**config.mk**
```make
export PLATFORM = sky130hd
export DESIGN_NAME = telnet_iac_filter_unit
export DESIGN_NICKNAME = d
export VERILOG_FILES = /design/src/design/tif_pkg.sv /design/src/design/telnet_iac_filter_unit.sv /design/src/design/tif_in_reg.sv /design/src/design/tif_parser.sv /design/src/design/tif_out_reg.sv
export SDC_FILE = /design/constraint.sdc
export NUM_CORES = 1
export LEC_CHECK = 0
export BUFFER_PORTS_ARGS = -buffer_cell sky130_fd_sc_hd__clkbuf_2
export CELL_PAD_IN_SITES_DETAIL_PLACEMENT = 1
export CELL_PAD_IN_SITES_GLOBAL_PLACEMENT = 1
export CORE_AREA = 2 2 88 90
export DETAILED_ROUTE_END_ITERATION = 6
export DIE_AREA = 0 0 90 92
export GPL_TIMING_DRIVEN = 0
export PLACE_DENSITY = 0.49
export SLEW_MARGIN = 25
export SYNTH_ARGS = -nofsm -noshare
export SYNTH_HDL_FRONTEND = slang
export SYNTH_SLANG_ARGS = --single-unit
```
**constraint.sdc**
```tcl
create_clock -name clk -period 6.2 [get_ports clk]
set_input_delay 0.93 -clock clk [delete_from_list [all_inputs] [get_ports clk]]
set_output_delay 0.93 -clock clk [all_outputs]
set_load 0.02 [all_outputs]
```
**src/design/tif_pkg.sv**
```systemverilog
// shared types and byte codes for the telnet IAC filter
`timescale 1ns / 1ps

package tif_pkg;

    // telnet command bytes
    localparam logic [7:0] B_IAC  = 8'hFF;
    localparam logic [7:0] B_DONT = 8'hFE;
    localparam logic [7:0] B_DO   = 8'hFD;
    localparam logic [7:0] B_WONT = 8'hFC;
    localparam logic [7:0] B_WILL = 8'hFB;
    localparam logic [7:0] B_SB   = 8'hFA;
    localparam logic [7:0] B_EL   = 8'hF8;
    localparam logic [7:0] B_EC   = 8'hF7;
    localparam logic [7:0] B_IP   = 8'hF4;
    localparam logic [7:0] B_BRK  = 8'hF3;
    localparam logic [7:0] B_SE   = 8'hF0;

    // substituted control characters
    localparam logic [7:0] CH_ETX = 8'h03;
    localparam logic [7:0] CH_BS  = 8'h08;
    localparam logic [7:0] CH_NAK = 8'h15;

    // option codes
    localparam logic [7:0] OPT_BINARY = 8'h00;
    localparam logic [7:0] OPT_ECHO   = 8'h01;
    localparam logic [7:0] OPT_SGA    = 8'h03;

    // result kinds
    localparam logic KIND_DATA  = 1'b0;
    localparam logic KIND_REPLY = 1'b1;

    // one received byte with its sideband
    typedef struct packed {
        logic       refuse_client_echo;
        logic       chunk_end;
        logic [7:0] in_byte;
    } item_t;

    // one filter result
    typedef struct packed {
        logic       kind;
        logic [7:0] reply_option;
        logic [7:0] reply_verb;
        logic [7:0] data_byte;
    } result_t;

    // options that get a positive answer
    function automatic logic opt_accepted(input logic [7:0] opt);
        opt_accepted = (opt == OPT_BINARY) || (opt == OPT_ECHO) || (opt == OPT_SGA);
    endfunction

endpackage

```
**src/design/telnet_iac_filter_unit.sv**
```systemverilog
// top level of the telnet IAC filter
//
//  channel  | direction | tdata                         | tuser              | tlast
//  s_axis   | in        | [7:0] in_byte                 | refuse_client_echo | chunk_end
//  m_axis   | out       | [7:0] data_byte, [15:8] verb, | kind               | -
//           |           | [23:16] reply_option          |                    |
//
// one byte per cycle sustained while m_axis does not stall; each byte is decoded while it
// sits in the input register, and its result passes through the result register to m_axis
// a byte that yields no result is consumed without an output transaction
// reset clears both valid flags and returns the parser to plain data
// a stall on m_axis holds the result register and backs up into the input register
`timescale 1ns / 1ps

module telnet_iac_filter_unit
    import tif_pkg::*;
(
    input  logic        clk,
    input  logic        rst_n,
    input  logic        s_axis_tvalid,
    output logic        s_axis_tready,
    input  logic [7:0]  s_axis_tdata,   // [7:0] in_byte
    input  logic        s_axis_tlast,
    input  logic        s_axis_tuser,   // [0] refuse_client_echo
    output logic        m_axis_tvalid,
    input  logic        m_axis_tready,
    output logic [23:0] m_axis_tdata,   // [7:0] data_byte, [15:8] reply_verb, [23:16] reply_option
    output logic        m_axis_tuser    // [0] kind
);

    item_t   s_item;
    item_t   held_item;
    logic    held_valid;
    logic    can_load;
    logic    step;
    logic    res_valid;
    result_t res;
    result_t m_res;

    assign s_item.in_byte            = s_axis_tdata;
    assign s_item.chunk_end          = s_axis_tlast;
    assign s_item.refuse_client_echo = s_axis_tuser;

    // a held byte is decoded when the result register has room
    assign step = held_valid && can_load;

    tif_in_reg u_in_reg (
        .clk     (clk),
        .rst_n   (rst_n),
        .s_valid (s_axis_tvalid),
        .s_ready (s_axis_tready),
        .s_item  (s_item),
        .take    (step),
        .valid   (held_valid),
        .item    (held_item)
    );

    tif_parser u_parser (
        .clk       (clk),
        .rst_n     (rst_n),
        .step      (step),
        .item      (held_item),
        .res_valid (res_valid),
        .res       (res)
    );

    tif_out_reg u_out_reg (
        .clk        (clk),
        .rst_n      (rst_n),
        .can_load   (can_load),
        .load       (step),
        .load_valid (res_valid),
        .load_res   (res),
        .m_valid    (m_axis_tvalid),
        .m_ready    (m_axis_tready),
        .m_res      (m_res)
    );

    // output transaction packing
    assign m_axis_tdata = {m_res.reply_option, m_res.reply_verb, m_res.data_byte};
    assign m_axis_tuser = m_res.kind;

endmodule

```
**src/design/tif_in_reg.sv**
```systemverilog
// input register stage holding one received byte
`timescale 1ns / 1ps

module tif_in_reg
    import tif_pkg::*;
(
    input  logic  clk,
    input  logic  rst_n,
    input  logic  s_valid,
    output logic  s_ready,
    input  item_t s_item,
    input  logic  take,
    output logic  valid,
    output item_t item
);

    logic  valid_reg;
    logic  valid_next;
    item_t item_reg;

    // free when empty or when the held item leaves this cycle
    assign s_ready = !valid_reg || take;

    always_comb
    begin
        valid_next = valid_reg;
        if (s_ready)
        begin
            valid_next = s_valid;
        end
    end

    always_ff @(posedge clk or negedge rst_n)
    begin
        if (!rst_n)
        begin
            valid_reg <= 1'b0;
        end
        else
        begin
            valid_reg <= valid_next;
        end
    end

    // payload loads on an accepted transaction
    always_ff @(posedge clk)
    begin
        if (s_valid && s_ready)
        begin
            item_reg <= s_item;
        end
    end

    assign valid = valid_reg;
    assign item  = item_reg;

endmodule

```
**src/design/tif_parser.sv**
```systemverilog
// parse state register and per-byte decode of telnet sequences
`timescale 1ns / 1ps

module tif_parser
    import tif_pkg::*;
(
    input  logic    clk,
    input  logic    rst_n,
    input  logic    step,
    input  item_t   item,
    output logic    res_valid,
    output result_t res
);

    localparam logic [2:0] ST_PLAIN    = 3'd0;
    localparam logic [2:0] ST_IAC      = 3'd1;
    localparam logic [2:0] ST_OPT_DO   = 3'd2;
    localparam logic [2:0] ST_OPT_WILL = 3'd3;
    localparam logic [2:0] ST_OPT_SKIP = 3'd4;
    localparam logic [2:0] ST_SB       = 3'd5;
    localparam logic [2:0] ST_SB_IAC   = 3'd6;

    logic [2:0] state_reg;
    logic [2:0] state_next;
    logic [2:0] parse_next;
    logic [7:0] b;
    logic       will_ok;

    assign b       = item.in_byte;
    assign will_ok = opt_accepted(b) && !(item.refuse_client_echo && (b == OPT_ECHO));

    // decode one byte against the current state
    always_comb
    begin
        parse_next = ST_PLAIN;
        res_valid  = 1'b0;
        res        = '0;
        unique case (state_reg)
            ST_IAC:
            begin
                unique case (b)
                    B_IAC:
                    begin
                        res_valid     = 1'b1;
                        res.data_byte = B_IAC;
                    end
                    B_DO:           parse_next = ST_OPT_DO;
                    B_WILL:         parse_next = ST_OPT_WILL;
                    B_DONT, B_WONT: parse_next = ST_OPT_SKIP;
                    B_SB:           parse_next = ST_SB;
                    B_IP, B_BRK:
                    begin
                        res_valid     = 1'b1;
                        res.data_byte = CH_ETX;
                    end
                    B_EC:
                    begin
                        res_valid     = 1'b1;
                        res.data_byte = CH_BS;
                    end
                    B_EL:
                    begin
                        res_valid     = 1'b1;
                        res.data_byte = CH_NAK;
                    end
                    default:        parse_next = ST_PLAIN;
                endcase
            end
            ST_OPT_DO:
            begin
                res_valid        = 1'b1;
                res.kind         = KIND_REPLY;
                res.reply_verb   = opt_accepted(b) ? B_WILL : B_WONT;
                res.reply_option = b;
            end
            ST_OPT_WILL:
            begin
                res_valid        = 1'b1;
                res.kind         = KIND_REPLY;
                res.reply_verb   = will_ok ? B_DO : B_DONT;
                res.reply_option = b;
            end
            ST_OPT_SKIP:
            begin
                parse_next = ST_PLAIN;
            end
            ST_SB:
            begin
                parse_next = (b == B_IAC) ? ST_SB_IAC : ST_SB;
            end
            ST_SB_IAC:
            begin
                if (b == B_SE)
                begin
                    parse_next = ST_PLAIN;
                end
                else if (b == B_IAC)
                begin
                    parse_next = ST_SB_IAC;
                end
                else
                begin
                    parse_next = ST_SB;
                end
            end
            default:
            begin
                if (b == B_IAC)
                begin
                    parse_next = ST_IAC;
                end
                else
                begin
                    res_valid     = 1'b1;
                    res.kind      = KIND_DATA;
                    res.data_byte = b;
                end
            end
        endcase
    end

    // chunk end drops any unfinished sequence
    always_comb
    begin
        state_next = state_reg;
        if (step)
        begin
            state_next = item.chunk_end ? ST_PLAIN : parse_next;
        end
    end

    always_ff @(posedge clk or negedge rst_n)
    begin
        if (!rst_n)
        begin
            state_reg <= ST_PLAIN;
        end
        else
        begin
            state_reg <= state_next;
        end
    end

endmodule

```
**src/design/tif_out_reg.sv**
```systemverilog
// result register feeding the output stream
`timescale 1ns / 1ps

module tif_out_reg
    import tif_pkg::*;
(
    input  logic    clk,
    input  logic    rst_n,
    output logic    can_load,
    input  logic    load,
    input  logic    load_valid,
    input  result_t load_res,
    output logic    m_valid,
    input  logic    m_ready,
    output result_t m_res
);

    logic    valid_reg;
    logic    valid_next;
    result_t res_reg;

    // room when empty or when the held result is taken this cycle
    assign can_load = !valid_reg || m_ready;

    always_comb
    begin
        priority if (load)
        begin
            valid_next = load_valid;
        end
        else if (m_ready)
        begin
            valid_next = 1'b0;
        end
        else
        begin
            valid_next = valid_reg;
        end
    end

    always_ff @(posedge clk or negedge rst_n)
    begin
        if (!rst_n)
        begin
            valid_reg <= 1'b0;
        end
        else
        begin
            valid_reg <= valid_next;
        end
    end

    always_ff @(posedge clk)
    begin
        if (load && load_valid)
        begin
            res_reg <= load_res;
        end
    end

    assign m_valid = valid_reg;
    assign m_res   = res_reg;

endmodule

```
==> impl_metrics.toml <==
[setup_path]
cpMaxStageDelayCell = "or2_2"
cp-start-kind = "input pin"
crit_path_end_kind = "output port"
rrSetupSlack_ns = 3.79
worstPathArrival_ns = 1.62
worstPathCellList = "clkbuf_2, nand2b_1, or2_2, clkbuf_2"
critPathRequiredTime_ns = 5.27
critPathCapture = "s_axis_tready"
critical_path_class = "input pin to output port"
cp_max_fo = 3
path_delay_family = "simple AND/OR/NAND/NOR gates"
critPathMaxStageDelay_ns = 0.30
path_buf_inv = 2
crit_cells = 4
reg2regPathDepth = 6
timing.rr.end = "u_out_reg.m_res[18]"
worstSetupStartpoint = "m_axis_tready"
r2r-start = "u_in_reg.item[7]"
worst_path_most_repeated_cell = "clkbuf_2"

[sta]
fin_crit_ns = 2.55
rsz0062_at_grt = "false"
hold_violations = 0
worst_slew_pin_slew_ns = 0.614
min_period_over_period = 0.412
finalSetupViolCount = 0
finalSetupTns_ns = 0
finalWorstSetupSlack_ns = 3.65
fin_skew_ns = 0.00343
fmax_mhz = 392
slew_headroom = 0.591
slew_viol_final = 0

[detailed_routing]
drtIter0Drc = 46
wl_met1_um = 1950
wl_met3_um = 165
wl_met2_um = 1910
wl_um = 4060
dr.pass1.iters = 4
viasPerCell = 4.40
top_layer = "met4"
avgRoutedWirePerCell_um = 13.8
detail-route-antenna-nets = 0
post-route-drc-count = 0
vias = 1298

[power_and_ir_drop]
clockPowerShare = 0.322
p_leak_nw = 0.896
swShare = 0.269
power_frac_seq = 0.549
p_switching_mw = 0.138
internal_power_mw = 0.374
peakVddDrop_mv = 0.0777
power_frac_comb = 0.129
power.density_nw_per_um2 = 234

[cells_and_area]
num-fill-cells = 882
largest_reg_flops = 20
drive_above_1_share = 0.352
final_cell_mix = "40 x clkbuf_2, 30 x edfxtp_1, 13 x nand2_1, 8 x inv_1, 7 x and2_1"
final_common_cell = "clkbuf_2"
area_growth_syn_to_layout_pct = 24.2
final_nets = 208
n_antenna_cell = 0

[yosys]
synth_nets = 160
synth.avg_cell_area_um2 = 12.3
async_flop_share = 0.143
seq_area_frac_synth = 0.581
synth_edf_count = 30
synth_cells = 144
synth_warnings = 0
ys_types = 43
syn_area_um2 = 1770
ys_seq_elements = 35
synthFlopType = "edfxtp_1"

[clocking]
cts_tree = "yes"
clock-sinks = 35
ctsRootBufferMaster = "clkbuf_8"
post-cts-setup-buffers = 0
cts_buffers = 5
cts_max_path_buffers = 2
cts_hold_buffers = 0
clk_pin_slew_worst_paths_ns = 0.07
clkLatencyLatePin_ns = 0.28
ctsHtreeMaxLevel = 2
post_cts_resized = 0

[floorplan]
core_area_um2 = 7450
die_h_um = 92
start_util = 0.237
placementRows = 32
die-area_um2 = 8280
num_io_pins = 41
die_x_um = 90

[global_route]
grt_max_degree = 16
antenna_found_initial = 0
grt_pass1_vias = 1326
grt_usage = 0.103
grt_first_pass_wirelength_um = 6820
gr-total-overflow = 0

[min_path]
hp-class = "input pin to async pin"

[job]
maxCapViolations = 0

[placement]
io_buffer_count = 40
globalplace.congestion = 0.700
pre_cts_slack_ns = 3.64
dp.final_hpwl_um = 3120

[status]
status = "finished, final reports clean"
==> cell usage after synthesis (2+ instances only) <==
| master | n | share of area |
|---|---|---|
| edfxtp_1 | 30 | 0.51 |
| nand2_1 | 13 | 0.028 |
| inv_1 | 8 | 0.017 |
| and2_1 | 7 | 0.025 |
| buf_4 | 6 | 0.026 |
| buf_2 | 5 | 0.014 |
| dfrtp_1 | 5 | 0.071 |
| nor2_1 | 5 | 0.011 |
| nor3_1 | 5 | 0.014 |
| nand2b_1 | 4 | 0.014 |
| nand4_1 | 4 | 0.014 |
| o21ai_0 | 4 | 0.011 |
| a211o_1 | 3 | 0.015 |
| a211oi_1 | 3 | 0.013 |
| nand3_1 | 3 | 0.0085 |
| nor4_1 | 3 | 0.011 |
| xnor2_1 | 3 | 0.015 |
| a2111oi_4 | 2 | 0.031 |
| a22o_1 | 2 | 0.0099 |
| clkbuf_1 | 2 | 0.0043 |
| ha_1 | 2 | 0.014 |
| nor2b_1 | 2 | 0.0071 |
| o211a_1 | 2 | 0.011 |
| or2_2 | 2 | 0.0071 |
==> per-layer routing <==
| layer | up-vias | track usage |
|---|---|---|
| met1 | 627 | 0.135 |
| met3 | 4 | 0.0230 |
| met4 | 0 | 0.0308 |
| met5 | - | 0 |
| met2 | 33 | 0.171 |
| li1 | 634 | - |
==> area by class of cell <==
class,instances,area [um2],area share
Sequential cell,35,1030,0.468
Multi-Input combinational cell,88,634,0.289
Timing Repair Buffer,41,211,0.0965
Tap cell,102,128,0.0582
Buffer,13,77.6,0.0354
Clock buffer,6,72.6,0.0331
Inverter,8,30.0,0.0137
Clock inverter,2,12.5,0.00571
==> through the flow <==
step / total power [mW] / instances / hold slack (ns) / utilization / instance area (um2)
after global placement: 0.352 / 286 / 0.513 / 0.281 / 2090
after detailed placement: 0.354 / 287 / 0.530 / 0.283 / 2110
after CTS: 0.523 / 295 / 0.445 / 0.294 / 2190
after global routing: 0.537 / 295 / 0.447 / 0.294 / 2190
after floorplan: 0.327 / 144 / 0.476 / - / 1770
final: 0.512 / 295 / 0.453 / 0.294 / 2190
==> logic make-up (layout without fill, tap and decap cells) <==
| family | Yosys count | count (layout) | synth area share |
|---|---|---|---|
| AND/OR/NAND/NOR | 56 | 56 | 0.181 |
| flip-flops | 35 | 35 | 0.581 |
| AO/OA/AOI/OAI | 27 | 27 | 0.147 |
| buffers and inverters | 21 | 70 | 0.0609 |
| XOR/XNOR | 3 | 3 | 0.0149 |
| adder cells (fa/ha/maj) | 2 | 2 | 0.0142 |
==> power by group through the flow <==
stage          clock (mW)  combinational (mW)  sequential, mW
5_1_grt             0.181              0.0726           0.283
6_report            0.165              0.0663           0.281
4_1_cts             0.173              0.0680           0.281
3_5_place_dp            0              0.0679           0.287
3_3_place_gp            0              0.0655           0.287
2_1_floorplan           0              0.0295           0.298
==> worst min-delay path by stage <==
stage	from	endpoint	slack, ns	cells after the start
finish	rst_n	u_in_reg.valid	0.45	1
global route	rst_n	u_out_reg.m_valid	0.45	1
CTS	rst_n	u_out_reg.m_valid	0.45	1
detailed placement	u_in_reg.item[8]	u_parser.state_reg[2]	0.53	1
global placement	u_in_reg.item[8]	u_parser.state_reg[2]	0.51	1
floorplan	u_in_reg.item[8]	u_parser.state_reg[2]	0.48	1
Power figures use the tool's default switching activity.
